File: config.mk
export PLATFORM = sky130hd
export DESIGN_NAME = sliding_window_receive_tracker_unit
export DESIGN_NICKNAME = d
export VERILOG_FILES = /design/src/swrt_pkg.sv /design/src/swrt_window.sv /design/src/sliding_window_receive_tracker_unit.sv
export SDC_FILE = /design/constraint.sdc
export NUM_CORES = 1
export LEC_CHECK = 0
export BUFFER_PORTS_ARGS = -buffer_cell sky130_fd_sc_hd__buf_2
export CAP_MARGIN = 20
export CORE_MARGIN = 2
export CORE_UTILIZATION = 35
export CTS_CLUSTER_DIAMETER = 30
export DETAILED_ROUTE_END_ITERATION = 10
export PLACE_DENSITY = 0.51
export SYNTH_ARGS = -nofsm -noshare
export SYNTH_HDL_FRONTEND = slang
export SYNTH_SLANG_ARGS = --single-unit
File: constraint.sdc
create_clock -name clk -period 11.95 [get_ports clk]
set_input_delay 1.195 -clock clk [delete_from_list [all_inputs] [get_ports clk]]
set_output_delay 1.195 -clock clk [all_outputs]
set_load 0.005 [all_outputs]
File: src/swrt_pkg.sv
// Shared types and constants for the sliding window receive tracker.
`timescale 1ns / 1ps

package swrt_pkg;

  // Window geometry
  localparam int SLOTS         = 5;
  localparam int PAYLOAD_BYTES = 900;
  localparam int WINDOW_BYTES  = 5120;

  localparam int SEQ_W  = 31;
  localparam int LEN_W  = 10;
  localparam int WIN_W  = 13;
  localparam int SCNT_W = $clog2(SLOTS + 1);

  // Advertised window as carried in the 13-bit field
  localparam logic [WIN_W-1:0] ADV_WINDOW = WIN_W'(WINDOW_BYTES % (1 << WIN_W));

  // Request kinds
  localparam logic [1:0] REQ_DATA = 2'd0;
  localparam logic [1:0] REQ_FIN  = 2'd1;
  localparam logic [1:0] REQ_SYN  = 2'd2;
  localparam logic [1:0] REQ_BAD  = 2'd3;

  // Ack kinds
  localparam logic [1:0] KIND_CONN = 2'd0;
  localparam logic [1:0] KIND_DATA = 2'd1;
  localparam logic [1:0] KIND_FIN  = 2'd2;

  // One queued answer; rep marks a second identical ack still to send
  typedef struct packed {
    logic [1:0]       kind;
    logic [SEQ_W-1:0] ack_no;
    logic [WIN_W-1:0] adv;
    logic             released;
    logic             rep;
  } ack_entry_t;

endpackage

File: src/swrt_window.sv
// Receive window state and the per-header ack decision.
`timescale 1ns / 1ps

module swrt_window (
  input  logic                          clk,
  input  logic                          rst,
  input  logic                          fire,
  input  logic [1:0]                    req_type,
  input  logic [swrt_pkg::SEQ_W-1:0]    seq_no,
  input  logic [swrt_pkg::LEN_W-1:0]    data_len,
  output swrt_pkg::ack_entry_t          res
);

  typedef enum logic [1:0] {
    PH_WAIT = 2'd0,
    PH_XFER = 2'd1,
    PH_DONE = 2'd2
  } phase_t;

  phase_t                          phase, phase_next;
  logic [swrt_pkg::SLOTS-1:0]      slot_valid, slot_valid_next;
  logic [swrt_pkg::SEQ_W-1:0]      window_base, window_base_next;
  logic [swrt_pkg::SEQ_W-1:0]      cum_ack, cum_ack_next;
  logic [swrt_pkg::SEQ_W-1:0]      final_seq, final_seq_next;

  logic [swrt_pkg::SEQ_W-1:0]      fin_cand;
  logic [swrt_pkg::SEQ_W-1:0]      diff;
  logic                            in_win;
  logic [swrt_pkg::SLOTS-1:0]      hit;
  logic [swrt_pkg::SLOTS-1:0]      merged;
  logic [swrt_pkg::SCNT_W-1:0]     run;
  logic                            run_on;
  logic [31:0]                     ack_sum;
  logic                            capped;
  logic [swrt_pkg::SEQ_W-1:0]      ack_new;
  logic                            rel;

  // Final sequence candidate from a short segment
  always_comb begin
    logic [31:0] s;
    s = {1'b0, seq_no} + {22'd0, data_len};
    fin_cand = s[swrt_pkg::SEQ_W-1:0];
  end

  // Locate the slot this segment falls in
  assign in_win = (seq_no >= cum_ack) && (seq_no >= window_base);
  assign diff   = seq_no - window_base;

  always_comb begin
    for (int i = 0; i < swrt_pkg::SLOTS; i++) begin
      hit[i] = in_win
             && ({1'b0, diff} >= 32'(i) * 32'(swrt_pkg::PAYLOAD_BYTES))
             && ({1'b0, diff} <  32'(i + 1) * 32'(swrt_pkg::PAYLOAD_BYTES));
    end
  end

  // Count the run of filled slots from the window base
  assign merged = slot_valid | hit;

  always_comb begin
    run    = '0;
    run_on = 1'b1;
    for (int i = 0; i < swrt_pkg::SLOTS; i++) begin
      run_on = run_on & merged[i];
      if (run_on) begin
        run = run + swrt_pkg::SCNT_W'(1);
      end
    end
  end

  // Advance the ack over the run, capped at a known final sequence
  always_comb begin
    logic [31:0] fin_use;
    fin_use = (32'(data_len) < 32'(swrt_pkg::PAYLOAD_BYTES)) ? {1'b0, fin_cand}
                                                             : {1'b0, final_seq};
    ack_sum = {1'b0, window_base}
            + 32'(run) * 32'(swrt_pkg::PAYLOAD_BYTES);
    capped  = (run != '0) && (fin_use != '0) && (ack_sum > fin_use);
    ack_new = capped ? fin_use[swrt_pkg::SEQ_W-1:0] : ack_sum[swrt_pkg::SEQ_W-1:0];
    rel     = capped || (32'(run) == 32'(swrt_pkg::SLOTS));
  end

  // Decide the answer and the next state
  always_comb begin
    phase_next       = phase;
    slot_valid_next  = slot_valid;
    window_base_next = window_base;
    cum_ack_next     = cum_ack;
    final_seq_next   = final_seq;
    res.kind         = swrt_pkg::KIND_FIN;
    res.ack_no       = '0;
    res.adv          = '0;
    res.released     = 1'b0;
    res.rep          = 1'b0;
    unique case (phase)
      PH_WAIT: begin
        res.adv = swrt_pkg::ADV_WINDOW;
        if (req_type == swrt_pkg::REQ_BAD) begin
          res.kind   = swrt_pkg::KIND_DATA;
          res.ack_no = cum_ack;
        end else begin
          res.kind         = swrt_pkg::KIND_CONN;
          phase_next       = PH_XFER;
          slot_valid_next  = '0;
          window_base_next = '0;
        end
      end
      PH_XFER: begin
        if (req_type == swrt_pkg::REQ_BAD) begin
          res.kind   = swrt_pkg::KIND_DATA;
          res.ack_no = cum_ack;
          res.adv    = swrt_pkg::ADV_WINDOW;
          res.rep    = 1'b1;
        end else if (req_type == swrt_pkg::REQ_FIN) begin
          phase_next = PH_DONE;
        end else begin
          if (32'(data_len) < 32'(swrt_pkg::PAYLOAD_BYTES)) begin
            final_seq_next = fin_cand;
          end
          res.kind = swrt_pkg::KIND_DATA;
          res.adv  = swrt_pkg::ADV_WINDOW;
          if (hit != '0) begin
            cum_ack_next = ack_new;
            res.ack_no   = ack_new;
            res.released = rel;
            if (rel) begin
              slot_valid_next  = '0;
              window_base_next = ack_new;
            end else begin
              slot_valid_next = merged;
            end
          end else begin
            res.ack_no = cum_ack;
          end
        end
      end
      default: begin
        // done: every header gets one more fin ack
      end
    endcase
  end

  // Hold window state; update on each processed header
  always_ff @(posedge clk) begin
    if (rst) begin
      phase       <= PH_WAIT;
      slot_valid  <= '0;
      window_base <= '0;
      cum_ack     <= swrt_pkg::SEQ_W'(1);
      final_seq   <= '0;
    end else if (fire) begin
      phase       <= phase_next;
      slot_valid  <= slot_valid_next;
      window_base <= window_base_next;
      cum_ack     <= cum_ack_next;
      final_seq   <= final_seq_next;
    end
  end

endmodule

File: src/sliding_window_receive_tracker_unit.sv
// Top level of the sliding window receive tracker.
// Usage:
//   The request channel (req_valid/req_stall) carries one parsed segment
//   header per transaction: req_type, seq_no and data_len. The ack channel
//   (ack_valid/ack_stall) returns one or two ack transactions per header;
//   last marks the final ack of a header. A bad magic header during
//   transfer yields two identical data acks.
//   An accepted header waits in the input register until the ack queue has
//   room, is then processed into the queue, and its first ack is offered.
//   Throughput: one header per cycle while every header yields one ack and
//   the receiver does not stall; a header with two acks holds the ack channel
//   for both. The two-entry ack queue behind the window logic bounds the rate.
//   Reset (rst, synchronous) empties the input register and ack queue and
//   returns the window to waiting for a connection with ack number one.
//   When the receiver stalls, queued acks hold; once the queue is full the
//   header in the input register waits and req_stall rises.
//   req_stall depends only on registered state, never on ack_stall.
`timescale 1ns / 1ps

module sliding_window_receive_tracker_unit (
  input  logic                          clk,
  input  logic                          rst,
  input  logic                          req_valid,
  output logic                          req_stall,
  input  logic [1:0]                    req_type,
  input  logic [swrt_pkg::SEQ_W-1:0]    seq_no,
  input  logic [swrt_pkg::LEN_W-1:0]    data_len,
  output logic                          ack_valid,
  input  logic                          ack_stall,
  output logic [1:0]                    ack_kind,
  output logic [swrt_pkg::SEQ_W-1:0]    ack_no,
  output logic [swrt_pkg::WIN_W-1:0]    adv_window,
  output logic                          released,
  output logic                          last
);

  logic                            in_full;
  logic [1:0]                      in_type;
  logic [swrt_pkg::SEQ_W-1:0]      in_seq;
  logic [swrt_pkg::LEN_W-1:0]      in_len;

  swrt_pkg::ack_entry_t            q [2];
  logic                            wr_ptr;
  logic                            rd_ptr;
  logic [1:0]                      count;

  swrt_pkg::ack_entry_t            res;
  logic                            fire;
  logic                            take;
  logic                            pop;
  swrt_pkg::ack_entry_t            head;

  assign fire      = in_full && (count != 2'd2);
  assign req_stall = in_full && !fire;
  assign take      = req_valid && !req_stall;

  assign head       = q[rd_ptr];
  assign ack_valid  = (count != 2'd0);
  assign ack_kind   = head.kind;
  assign ack_no     = head.ack_no;
  assign adv_window = head.adv;
  assign released   = head.released;
  assign last       = !head.rep;
  assign pop        = ack_valid && !ack_stall;

  swrt_window u_window (
    .clk      (clk),
    .rst      (rst),
    .fire     (fire),
    .req_type (in_type),
    .seq_no   (in_seq),
    .data_len (in_len),
    .res      (res)
  );

  // Hold the accepted header until the queue has room
  always_ff @(posedge clk) begin
    if (rst) begin
      in_full <= 1'b0;
    end else if (take) begin
      in_full <= 1'b1;
    end else if (fire) begin
      in_full <= 1'b0;
    end
  end

  always_ff @(posedge clk) begin
    if (take) begin
      in_type <= req_type;
      in_seq  <= seq_no;
      in_len  <= data_len;
    end
  end

  // Queue acks; drop the repeat mark before retiring a doubled entry
  always_ff @(posedge clk) begin
    if (rst) begin
      wr_ptr <= 1'b0;
      rd_ptr <= 1'b0;
      count  <= 2'd0;
    end else begin
      if (fire) begin
        wr_ptr <= !wr_ptr;
      end
      if (pop && !head.rep) begin
        rd_ptr <= !rd_ptr;
      end
      unique case ({fire, pop && !head.rep})
        2'b10:   count <= count + 2'd1;
        2'b01:   count <= count - 2'd1;
        default: count <= count;
      endcase
    end
  end

  always_ff @(posedge clk) begin
    if (pop && head.rep) begin
      q[rd_ptr].rep <= 1'b0;
    end
    if (fire) begin
      q[wr_ptr] <= res;
    end
  end

endmodule

==> results of run 1 <==
[cell families (layout without fill, tap and decap cells)]
group	count (synthesis)	after routing	synth area share, %
XOR/XNOR	74	74	4.40
flip-flops	221	221	37.9
other	1	11	0.0255
AO/OA/AOI/OAI	445	445	20.5
buffers and inverters	189	334	5.35
multiplexers	74	74	5.37
AND/OR/NAND/NOR	484	484	15.7
adder cells (fa/ha/maj)	124	124	10.7
[metrics by stage]
step           util (%)  hold slack [ps]  power [mW]  worst slack [ps]
3_3_place_gp       37.6              456        1.18               766
6_report           43.0              454        2.91               759
2_1_floorplan         -              432        1.07              1500
3_5_place_dp       37.6              448        1.18               781
4_1_cts            42.9              455        2.94               711
5_1_grt            43.0              489        3.02              14.1
[final cells by class]
| type | instances | share of cell area [%] |
|---|---|---|
| Inverter | 113 | 2.36 |
| Tap cell | 539 | 3.75 |
| Timing Repair Buffer | 108 | 3.49 |
| Clock buffer | 77 | 9.35 |
| Multi-Input combinational cell | 1212 | 47.0 |
| Clock inverter | 36 | 2.97 |
| Sequential cell | 221 | 31.0 |
[cells in the mapped netlist (26+ instances only)]
| master | count |
|---|---|
| a21o_1 | 45 |
| mux2i_1 | 34 |
| edfxtp_1 | 115 |
| nand4_1 | 31 |
| clkbuf_1 | 52 |
| inv_1 | 113 |
| nand3_1 | 33 |
| dfxtp_1 | 106 |
| a21oi_1 | 110 |
| nand2_1 | 110 |
| o21ai_0 | 84 |
| xor2_1 | 29 |
| ha_1 | 120 |
| a211oi_1 | 44 |
| nor3_1 | 26 |
| nor2_1 | 165 |
| xnor2_1 | 45 |
| mux2_2 | 40 |
[worst max path at each step]
stage,startpoint,end
final,in_seq[0]$_DFFE_PP_,q[1][28]$_DFFE_PP_
after global routing,in_seq[0]$_DFFE_PP_,q[1][39]$_DFFE_PP_
after CTS,in_seq[0]$_DFFE_PP_,u_window.window_base[6]$_SDFFE_PP0P_
after detailed placement,in_seq[0]$_DFFE_PP_,u_window.window_base[2]$_SDFFE_PP0P_
after global placement,in_seq[0]$_DFFE_PP_,u_window.window_base[26]$_SDFFE_PP0P_
after floorplan,in_seq[0]$_DFFE_PP_,q[0][21]$_DFFE_PP_
[power groups by stage]
stage	logic, mW	registers (mW)	clock network [mW]
after floorplan	0.218	0.853	0
after global placement	0.316	0.861	0
after detailed placement	0.317	0.862	0
after CTS	0.319	0.849	1.77
after global routing	0.354	0.851	1.81
final	0.320	0.849	1.74
[sequential cells by signal, indices dropped and copies added, names as in the netlist, named ones only]
name	flops
q	72
in_seq	31
u_window.cum_ack	31
u_window.final_seq	31
u_window.window_base	31
in_len	10
u_window.slot_valid	5
count	2
in_type	2
u_window.phase	2
in_full	1
rd_ptr	1
wr_ptr	1
[per-layer routing]
| layer | up-vias | global-route usage, % |
|---|---|---|
| met5 | - | 0 |
| met4 | 0 | 8.23 |
| met3 | 79 | 3.13 |
| met2 | 377 | 31.5 |
| met1 | 6047 | 30.7 |
| li1 | 6158 | - |
[worst max-delay path: cells and delay by family, from the launching register on]
| kind | cells | cell delay, ps |
|---|---|---|
| AOI/OAI and AO/OA | 20 | 4740 |
| xor gates and xnor gates | 1 | 330 |
| adders and majority gates | 6 | 1690 |
| buffers and inverters | 5 | 760 |
| DFF | 1 | 380 |
| and+or+nand+nor | 13 | 2900 |
==> impl_metrics.py, run 1 <==
metrics = {
    "clock_tree": {
        "cts_max_level": 2,
        "clkSinkCount": 221,
        "cts_resized": 0,
        "tritoncts.num_buffers": 60,
        "clock_insertion_delay_worst_skew_ps": 590,
        "cts_setup_buffers": 0,
        "clk_transition_reported_paths_ps": 50,
        "tritoncts": "yes",
        "cts-root-to-sink-buffers": 3,
        "master_cell_of_the_clock_root_buffer": "clkbuf_16",
        "holdBufCountCts": 0,
    },
    "route": {
        "via_count": 12700,
        "drt-vias-per-instance": 5.49,
        "drt-met1-wl_um": 22800,
        "initialDrtViolationCount": 787,
        "postRouteWirelength_um": 46200,
        "met2WireLength_um": 19500,
        "route.met3.wl_um": 2490,
        "route.detailed.drc": 0,
        "drt_first_pass_iters": 6,
        "highest_layer_used_for_signal_routing": "met4",
        "wl_per_cell_um": 20.0,
        "postRouteAntennaNets": 0,
    },
    "final_layout": {
        "post_route_cells_drive_above_1_share_pct": 15.8,
        "fill_cells": 4051,
        "fin_nets": 1887,
        "multi_input_area_um2": 8450,
        "highest_count_cells_in_the_layout_ignoring_fill_and_taps": "nor2_1 (163), ha_1 (120), edfxtp_1 (115), inv_1 (112)",
        "leading_cell_type_in_the_layout_fill_and_taps_excluded": "nor2_1",
        "finish.instance_area_um2": 18000,
        "number_of_antenna_diodes": 0,
        "ff_latch_area_um2": 5580,
        "area_delta_synth_final_pct": 22.0,
        "layout.cells.non_filler": 2306,
    },
    "setup_path": {
        "timing.rr.end": "q[1][28]$_DFFE_PP_",
        "timing.critical_path.arrival_ps": 11460,
        "maximum_fanout_along_the_worst_path": 32,
        "regToRegStartpoint": "in_seq[0]$_DFFE_PP_",
        "setup.worst_path.class": "flop to flop",
        "reg2reg_slack_ps": 760,
        "end_kind": "flop",
        "worst-r2r-cell-count": 45,
        "crit_path_frequent_cell": "ha_1",
        "critical_path.max_stage_delay_ps": 730,
        "critPathSlowestCell": "or4_1",
        "critical_path_required_ps": 12220,
        "worst_setup_path_start_kind": "flop",
    },
    "grt": {
        "first_pass_grt_wire_length_um": 71300,
        "grt_total_ovfl": 0,
        "globalRouteTotalUtil_pct": 21.1,
        "grt_pass1_vias": 12200,
        "grt_max_degree": 76,
        "antenna_found_initial": 0,
    },
    "worst_hold_path": {
        "hold_class": "flop to flop",
        "timing.hold.worst_path_depth": 2,
        "worst_hold_path.endpoint": "u_window.slot_valid[1]$_SDFFE_PP0P_",
        "hold_path.startpoint": "u_window.slot_valid[1]$_SDFFE_PP0P_",
    },
    "power": {
        "power.clock.fraction_pct": 59.9,
        "power.combinational.fraction_pct": 11.0,
        "static-leakage-power_nw": 7.13,
        "netSwitchingFraction_pct": 24.2,
        "power_density_over_the_cells_nw_per_um2": 162,
        "sequential_share_of_power_pct": 29.1,
        "p_int_mw": 2.21,
        "switching_power_mw": 0.704,
        "maximum_vdd_ir_drop_mv": 0.128,
    },
    "placed_design": {
        "dpl.cell_count": 2191,
        "hpwl_um": 35600,
        "port_buffer_cells": 85,
        "dpl_cell_area_um2": 15700,
        "gp_routability_congestion": 0.942,
    },
    "yosys": {
        "seq_area_frac_synth_pct": 37.9,
        "yosys_register_bits": 221,
        "netlist_top_cells_area": "edfxtp_1 (23%), dfxtp_1 (14%), ha_1 (10%)",
        "synth.distinct_cells": 79,
        "synth_flop_cell": "edfxtp_1",
        "netlist_area_um2": 14700,
        "synthesis.instances": 1612,
        "yosys.area.top_type": "edfxtp_1",
        "synth_edf_count": 115,
        "synth_largest_type_area_fraction_pct": 23.5,
        "synthesis.area_per_instance_um2": 9.13,
        "ys_warn_count": 0,
        "async_reset_ff_share_pct": 0,
    },
    "sta": {
        "setup_viol_count_final": 0,
        "slew_viol_final": 0,
        "peak_freq_ghz": 0.0894,
        "setup_repair_after_global_routing_missed_its_margin": "false",
        "slew_at_the_pin_closest_to_its_max_slew_limit_ps": 1040,
        "final-hold-violation-count": 0,
        "finalClockSkew_ps": 17.1,
        "timing.setup.tns_ps": 0,
        "min_period_ps": 11190,
        "timing.final.crit_share_pct": 93.6,
        "maxSlewHeadroom_pct": 29.9,
    },
    "die": {
        "core-area_um2": 41800,
        "die_x_um": 209,
        "die_h_um": 209,
        "ioPinCount": 97,
        "die-area_um2": 43700,
        "floorplan.rows": 75,
        "floorplan.initialDensity_pct": 35.3,
    },
    "job": {
        "max-cap-violations": 0,
    },
    "outcome": {
        "run_status": "complete, no violations",
    },
}
Power figures use the tool's default switching activity.
==> run 2, diff against run 1 <==
--- a/config.mk
+++ b/config.mk
@@ -11,7 +11,7 @@
 export CORE_UTILIZATION = 35
 export CTS_CLUSTER_DIAMETER = 30
 export DETAILED_ROUTE_END_ITERATION = 10
-export PLACE_DENSITY = 0.51
+export PLACE_DENSITY_LB_ADDON = 0.05
 export SYNTH_ARGS = -nofsm -noshare
 export SYNTH_HDL_FRONTEND = slang
 export SYNTH_SLANG_ARGS = --single-unit
==> run 2 against run 1 <==
Effect of this change:
- hold slack gained 6.8 ps
- register-to-register slack better by 120 ps
- via count is 0.97% lower
- setup slack improved by 120 ps
- critical path depth up 1
- sequential power is essentially flat
- final area hardly changed
- routed wire length is 4.8% higher
- non-clock buffer count is 11 higher
- first-iteration DRC count down 5.3%
- die area stayed put
- critical endpoint is now u_window.window_base[18]$_SDFFE_PP0P_
==> impl_metrics.py, run 2 (synthesized netlist as in run 1, its figures left out) <==
metrics = {
    "outcome": {
        "run_status": "complete, no violations",
    },
    "grt": {
        "grt_total_ovfl": 0,
        "first_pass_grt_wire_length_um": 73700,
        "antenna_found_initial": 0,
        "grt_max_degree": 76,
        "globalRouteTotalUtil_pct": 22.2,
        "grt_pass1_vias": 12300,
    },
    "sta": {
        "slew_at_the_pin_closest_to_its_max_slew_limit_ps": 1230,
        "timing.setup.tns_ps": 0,
        "timing.final.crit_share_pct": 92.7,
        "setup_repair_after_global_routing_missed_its_margin": "false",
        "min_period_ps": 11080,
        "final-hold-violation-count": 0,
        "slew_viol_final": 0,
        "post-route-worst-setup-slack_ps": 874,
        "maxSlewHeadroom_pct": 16.1,
        "peak_freq_ghz": 0.0903,
        "setup_viol_count_final": 0,
        "finalClockSkew_ps": 21.5,
    },
    "setup_path": {
        "worst_setup_path_start_kind": "flop",
        "crit_path_frequent_cell": "ha_1",
        "end_kind": "flop",
        "setup.worst_path.class": "flop to flop",
        "timing.critical_path.buf_inv": 6,
        "crit_family": "compound AO/OA/AOI/OAI gates",
        "timing.critical_path.arrival_ps": 11620,
        "critical_path.max_stage_delay_ps": 730,
        "critPathSlowestCell": "or4_1",
        "critical_path_required_ps": 12490,
        "crit_cells": 46,
        "maximum_fanout_along_the_worst_path": 16,
        "worst-r2r-cell-count": 46,
    },
    "placed_design": {
        "worst_setup_timing_slack_at_the_placement_stage_ps": 875,
        "hpwl_um": 37500,
        "port_buffer_cells": 85,
        "gp_routability_congestion": 0.885,
    },
    "power": {
        "maximum_vdd_ir_drop_mv": 0.0995,
        "p_int_mw": 2.14,
        "netSwitchingFraction_pct": 25.2,
        "sequential_share_of_power_pct": 29.7,
        "switching_power_mw": 0.718,
        "power.combinational.fraction_pct": 11.4,
        "static-leakage-power_nw": 7.17,
        "power_density_over_the_cells_nw_per_um2": 159,
        "power.clock.fraction_pct": 58.9,
    },
    "die": {
        "ioPinCount": 97,
        "die-area_um2": 43700,
        "die_x_um": 209,
        "floorplan.initialDensity_pct": 35.3,
        "die_h_um": 209,
        "core-area_um2": 41800,
        "floorplan.rows": 75,
    },
    "route": {
        "initialDrtViolationCount": 745,
        "postRouteWirelength_um": 48500,
        "wl_per_cell_um": 20.9,
        "drt-vias-per-instance": 5.42,
        "via_count": 12500,
        "postRouteAntennaNets": 0,
        "drt_first_pass_iters": 5,
        "route.detailed.drc": 0,
    },
    "final_layout": {
        "fin_nets": 1897,
        "highest_count_cells_in_the_layout_ignoring_fill_and_taps": "nor2_1 (163), ha_1 (120), edfxtp_1 (115), inv_1 (113)",
        "largest_register": "q",
        "leading_cell_type_in_the_layout_fill_and_taps_excluded": "nor2_1",
        "number_of_antenna_diodes": 0,
        "area_delta_synth_final_pct": 22.0,
        "post_route_cells_drive_above_1_share_pct": 16.2,
        "largest_register_ffs": 72,
    },
    "clock_tree": {
        "clkSinkCount": 221,
        "clock_insertion_delay_worst_skew_ps": 600,
        "master_cell_of_the_clock_root_buffer": "clkbuf_16",
        "clk_transition_reported_paths_ps": 50,
        "cts-root-to-sink-buffers": 3,
        "cts_max_level": 2,
        "holdBufCountCts": 0,
        "tritoncts.num_buffers": 59,
        "tritoncts": "yes",
    },
    "job": {
        "max-cap-violations": 0,
    },
    "worst_hold_path": {
        "hold_class": "flop to flop",
        "timing.hold.worst_path_depth": 2,
    },
}
[run 2: layout make-up]
class	count	area [um2]
tap	539	674
sequential	221	5580
clock buffer	66	1510
multi-input combinational	1212	8450
clock inverter	44	612
timing repair buffer	119	718
inverter	113	424
fill	4100	23800
[run 2: path summary, 6_finish.rpt]
check | endpoint | slack, ps | from
hold / removal | u_window.slot_valid[1]$_SDFFE_PP0P_ | 460 | u_window.slot_valid[1]$_SDFFE_PP0P_
hold reg to reg | u_window.slot_valid[1]$_SDFFE_PP0P_ | 460 | u_window.slot_valid[1]$_SDFFE_PP0P_
setup / recovery | u_window.window_base[18]$_SDFFE_PP0P_ | 870 | in_seq[0]$_DFFE_PP_
setup reg to reg | u_window.window_base[18]$_SDFFE_PP0P_ | 870 | in_seq[0]$_DFFE_PP_
[run 2: routing by layer]
metal	part of all wire, %	wire length [um]	vias up	track usage [%]
met5	0	0	-	0
li1	-	-	6171	-
met2	42	20200	313	32.6
met4	3.1	1520	0	7.76
met3	4.8	2340	75	3.91
met1	50	24400	5979	32.5
[run 2: worst register-to-register path: cells and delay by family, from the launching register on]
kind | cells | cell delay (ps)
xor gates and xnor gates | 1 | 330
and+or+nand+nor | 13 | 2980
buffers and inverters | 6 | 900
DFF | 1 | 380
AOI/OAI and AO/OA | 20 | 4750
adders and majority gates | 6 | 1670
[run 2: timing repair]
action / CTS / global route
endpoints found under the setup margin: 0 / 16
hold endpoints to repair: 0 / 0
gates resized for setup: 0 / 1
buffers inserted: 0 / 0
[run 2: per-stage QoR]
| step | instances | area [um2] | util, % | power [mW] | hold WS, ps |
|---|---|---|---|---|---|
| after global placement | 2203 | 15800 | 37.9 | 1.19 | 458 |
| after CTS | 2314 | 18000 | 43.0 | 2.88 | 460 |
| after detailed placement | 2204 | 15800 | 37.9 | 1.19 | 452 |
| after floorplan | 1622 | 14800 | - | 1.07 | 432 |
| after global routing | 2314 | 18000 | 43.0 | 2.96 | 504 |
| final | 2314 | 18000 | 43.0 | 2.85 | 461 |
[run 2: power groups by stage]
| stage | Clock (mW) | Combinational [mW] | Sequential (mW) |
|---|---|---|---|
| 3_5_place_dp | 0 | 0.325 | 0.862 |
| 2_1_floorplan | 0 | 0.218 | 0.853 |
| 3_3_place_gp | 0 | 0.325 | 0.862 |
| 5_1_grt | 1.75 | 0.360 | 0.851 |
| 4_1_cts | 1.71 | 0.328 | 0.848 |
| 6_report | 1.68 | 0.325 | 0.848 |
==> run 3, diff against run 2 <==
--- a/config.mk
+++ b/config.mk
@@ -7,6 +7,8 @@
 export LEC_CHECK = 0
 export BUFFER_PORTS_ARGS = -buffer_cell sky130_fd_sc_hd__buf_2
 export CAP_MARGIN = 20
+export CELL_PAD_IN_SITES_DETAIL_PLACEMENT = 0
+export CELL_PAD_IN_SITES_GLOBAL_PLACEMENT = 1
 export CORE_MARGIN = 2
 export CORE_UTILIZATION = 35
 export CTS_CLUSTER_DIAMETER = 30
==> run 3 against run 2 <==
Effect of this change:
- setup slack improved by 82 ps
- routed wire length increased by 2.1%
- utilization increased by 0.48 points
- global-route usage increased by 0.50 points
- critical path type unchanged
==> impl_metrics.py, run 3 (synthesized netlist as in run 1, its figures left out) <==
metrics = {
    "worst_hold_path": {
        "hold_class": "flop to flop",
        "timing.hold.worst_path_depth": 2,
        "hold_path.startpoint": "u_window.slot_valid[1]$_SDFFE_PP0P_",
        "worst_hold_path.endpoint": "u_window.slot_valid[1]$_SDFFE_PP0P_",
    },
    "clock_tree": {
        "holdBufCountCts": 0,
        "clkSinkCount": 221,
        "cts_resized": 0,
        "tritoncts": "yes",
        "cts_setup_buffers": 0,
        "cts_max_level": 3,
        "clock_insertion_delay_worst_skew_ps": 590,
        "master_cell_of_the_clock_root_buffer": "clkbuf_16",
        "cts-root-to-sink-buffers": 3,
        "tritoncts.num_buffers": 67,
        "clk_transition_reported_paths_ps": 40,
    },
    "sta": {
        "setup_viol_count_final": 0,
        "slew_viol_final": 0,
        "slew_at_the_pin_closest_to_its_max_slew_limit_ps": 1090,
        "timing.setup.tns_ps": 0,
        "setup_repair_after_global_routing_missed_its_margin": "false",
        "final-hold-violation-count": 0,
        "finalClockSkew_ps": 26.1,
        "peak_freq_ghz": 0.0910,
        "min_period_ps": 10990,
        "maxSlewHeadroom_pct": 26.8,
        "timing.final.crit_share_pct": 92.0,
    },
    "final_layout": {
        "fin_nets": 1908,
        "number_of_antenna_diodes": 0,
        "area_delta_synth_final_pct": 23.4,
        "multi_input_area_um2": 8450,
        "largest_register": "q",
        "highest_count_cells_in_the_layout_ignoring_fill_and_taps": "nor2_1 (163), ha_1 (120), edfxtp_1 (115), inv_1 (113)",
        "leading_cell_type_in_the_layout_fill_and_taps_excluded": "nor2_1",
        "ff_latch_area_um2": 5580,
        "fill_cells": 4123,
        "post_route_cells_drive_above_1_share_pct": 16.5,
        "largest_register_ffs": 72,
        "final_core_util_pct": 43.5,
    },
    "power": {
        "maximum_vdd_ir_drop_mv": 0.0911,
        "power.combinational.fraction_pct": 11.1,
        "static-leakage-power_nw": 7.26,
        "power.total_mw": 2.97,
        "sequential_share_of_power_pct": 28.6,
        "switching_power_mw": 0.752,
        "p_int_mw": 2.22,
        "netSwitchingFraction_pct": 25.3,
        "power.clock.fraction_pct": 60.3,
        "power_density_over_the_cells_nw_per_um2": 164,
    },
    "setup_path": {
        "setup.worst_path.class": "flop to flop",
        "end_kind": "flop",
        "critical_path.max_stage_delay_ps": 730,
        "regToRegStartpoint": "in_seq[1]$_DFFE_PP_",
        "maximum_fanout_along_the_worst_path": 13,
        "timing.critical_path.arrival_ps": 11500,
        "worst-r2r-cell-count": 44,
        "worst_setup_path_start_kind": "flop",
        "critical_path_required_ps": 12460,
        "critPathSlowestCell": "or4_1",
        "cp-startpoint": "in_seq[1]$_DFFE_PP_",
        "timing.rr.end": "u_window.window_base[4]$_SDFFE_PP0P_",
        "reg2reg_slack_ps": 960,
    },
    "placed_design": {
        "gp_routability_congestion": 0.892,
        "port_buffer_cells": 85,
        "hpwl_um": 38400,
    },
    "die": {
        "die_h_um": 209,
        "die_x_um": 209,
        "ioPinCount": 97,
        "floorplan.rows": 75,
        "floorplan.initialDensity_pct": 35.3,
        "core-area_um2": 41800,
        "die-area_um2": 43700,
    },
    "route": {
        "drt_first_pass_iters": 5,
        "postRouteWirelength_um": 49500,
        "via_count": 12600,
        "route.detailed.drc": 0,
        "postRouteAntennaNets": 0,
        "initialDrtViolationCount": 745,
        "drt-vias-per-instance": 5.40,
        "wl_per_cell_um": 21.2,
    },
    "grt": {
        "antenna_found_initial": 0,
        "globalRouteTotalUtil_pct": 22.7,
        "grt_total_ovfl": 0,
        "grt_max_degree": 73,
        "first_pass_grt_wire_length_um": 74700,
        "grt_pass1_vias": 12200,
    },
    "outcome": {
        "run_status": "complete, no violations",
    },
    "job": {
        "max-cap-violations": 0,
    },
}
==> run 3: cell count changes in the layout (fill, tap and decap cells not counted), moves of 2 or more <==
cell / change
buf_4: +2
clkinvlp_4: +2
bufinv_16: -5
clkbuf_1: +3
inv_6: -2
clkinv_2: -6
clkbuf_16: +11
clkinv_1: +5
clkbuf_8: +5
==> run 3: critical path, delay by kind of cell (launching register included) <==
family	cells	cell delay, ps
AOI/OAI and AO/OA	20	4700
xor gates and xnor gates	1	370
adders and majority gates	5	1490
buffers and inverters	5	660
DFF	1	530
and+or+nand+nor	13	3170
==> run 3: area by class of cell <==
class                      instances  area share [%]
clock buffer                      85            10.3
clock inverter                    38            2.41
inverter                         113            2.34
multi-input combinational       1212            46.5
sequential                       221            30.7
tap                              539            3.71
timing repair buffer             122            4.06
==> run 3: worst max path at each step <==
stage	endpoint	slack, ps	depth (start not counted)
6_report	u_window.window_base[4]$_SDFFE_PP0P_	960	44
2_1_floorplan	q[0][21]$_DFFE_PP_	1500	46
3_3_place_gp	u_window.window_base[22]$_SDFFE_PP0P_	1170	44
4_1_cts	u_window.window_base[14]$_SDFFE_PP0P_	1020	44
5_1_grt	u_window.window_base[4]$_SDFFE_PP0P_	4	44
3_5_place_dp	u_window.window_base[22]$_SDFFE_PP0P_	1050	45
==> run 3: layer usage <==
metal / track usage, % / vias up / wire (um)
met1: 33.3 / 6001 / 25200
met4: 8.45 / 0 / 1270
met5: 0 / - / 0
met3: 3.67 / 69 / 2120
li1: - / 6203 / -
met2: 33.2 / 308 / 20900
==> run 3: power by group through the flow <==
stage	Clock, mW	Combinational, mW	Sequential [mW]
floorplan	0	0.218	0.853
global placement	0	0.330	0.862
detailed placement	0	0.328	0.862
CTS	1.83	0.330	0.850
global route	1.88	0.362	0.852
finish	1.79	0.330	0.850
==> run 3: through the flow <==
step | area [um2] | setup WS [ps] | hold slack (ps) | std cells
floorplan | 14800 | 1500 | 432 | 1622
global placement | 15800 | 1170 | 458 | 2205
detailed placement | 15800 | 1050 | 458 | 2206
CTS | 18100 | 1020 | 464 | 2329
global route | 18200 | 3.93 | 493 | 2330
finish | 18200 | 956 | 460 | 2330
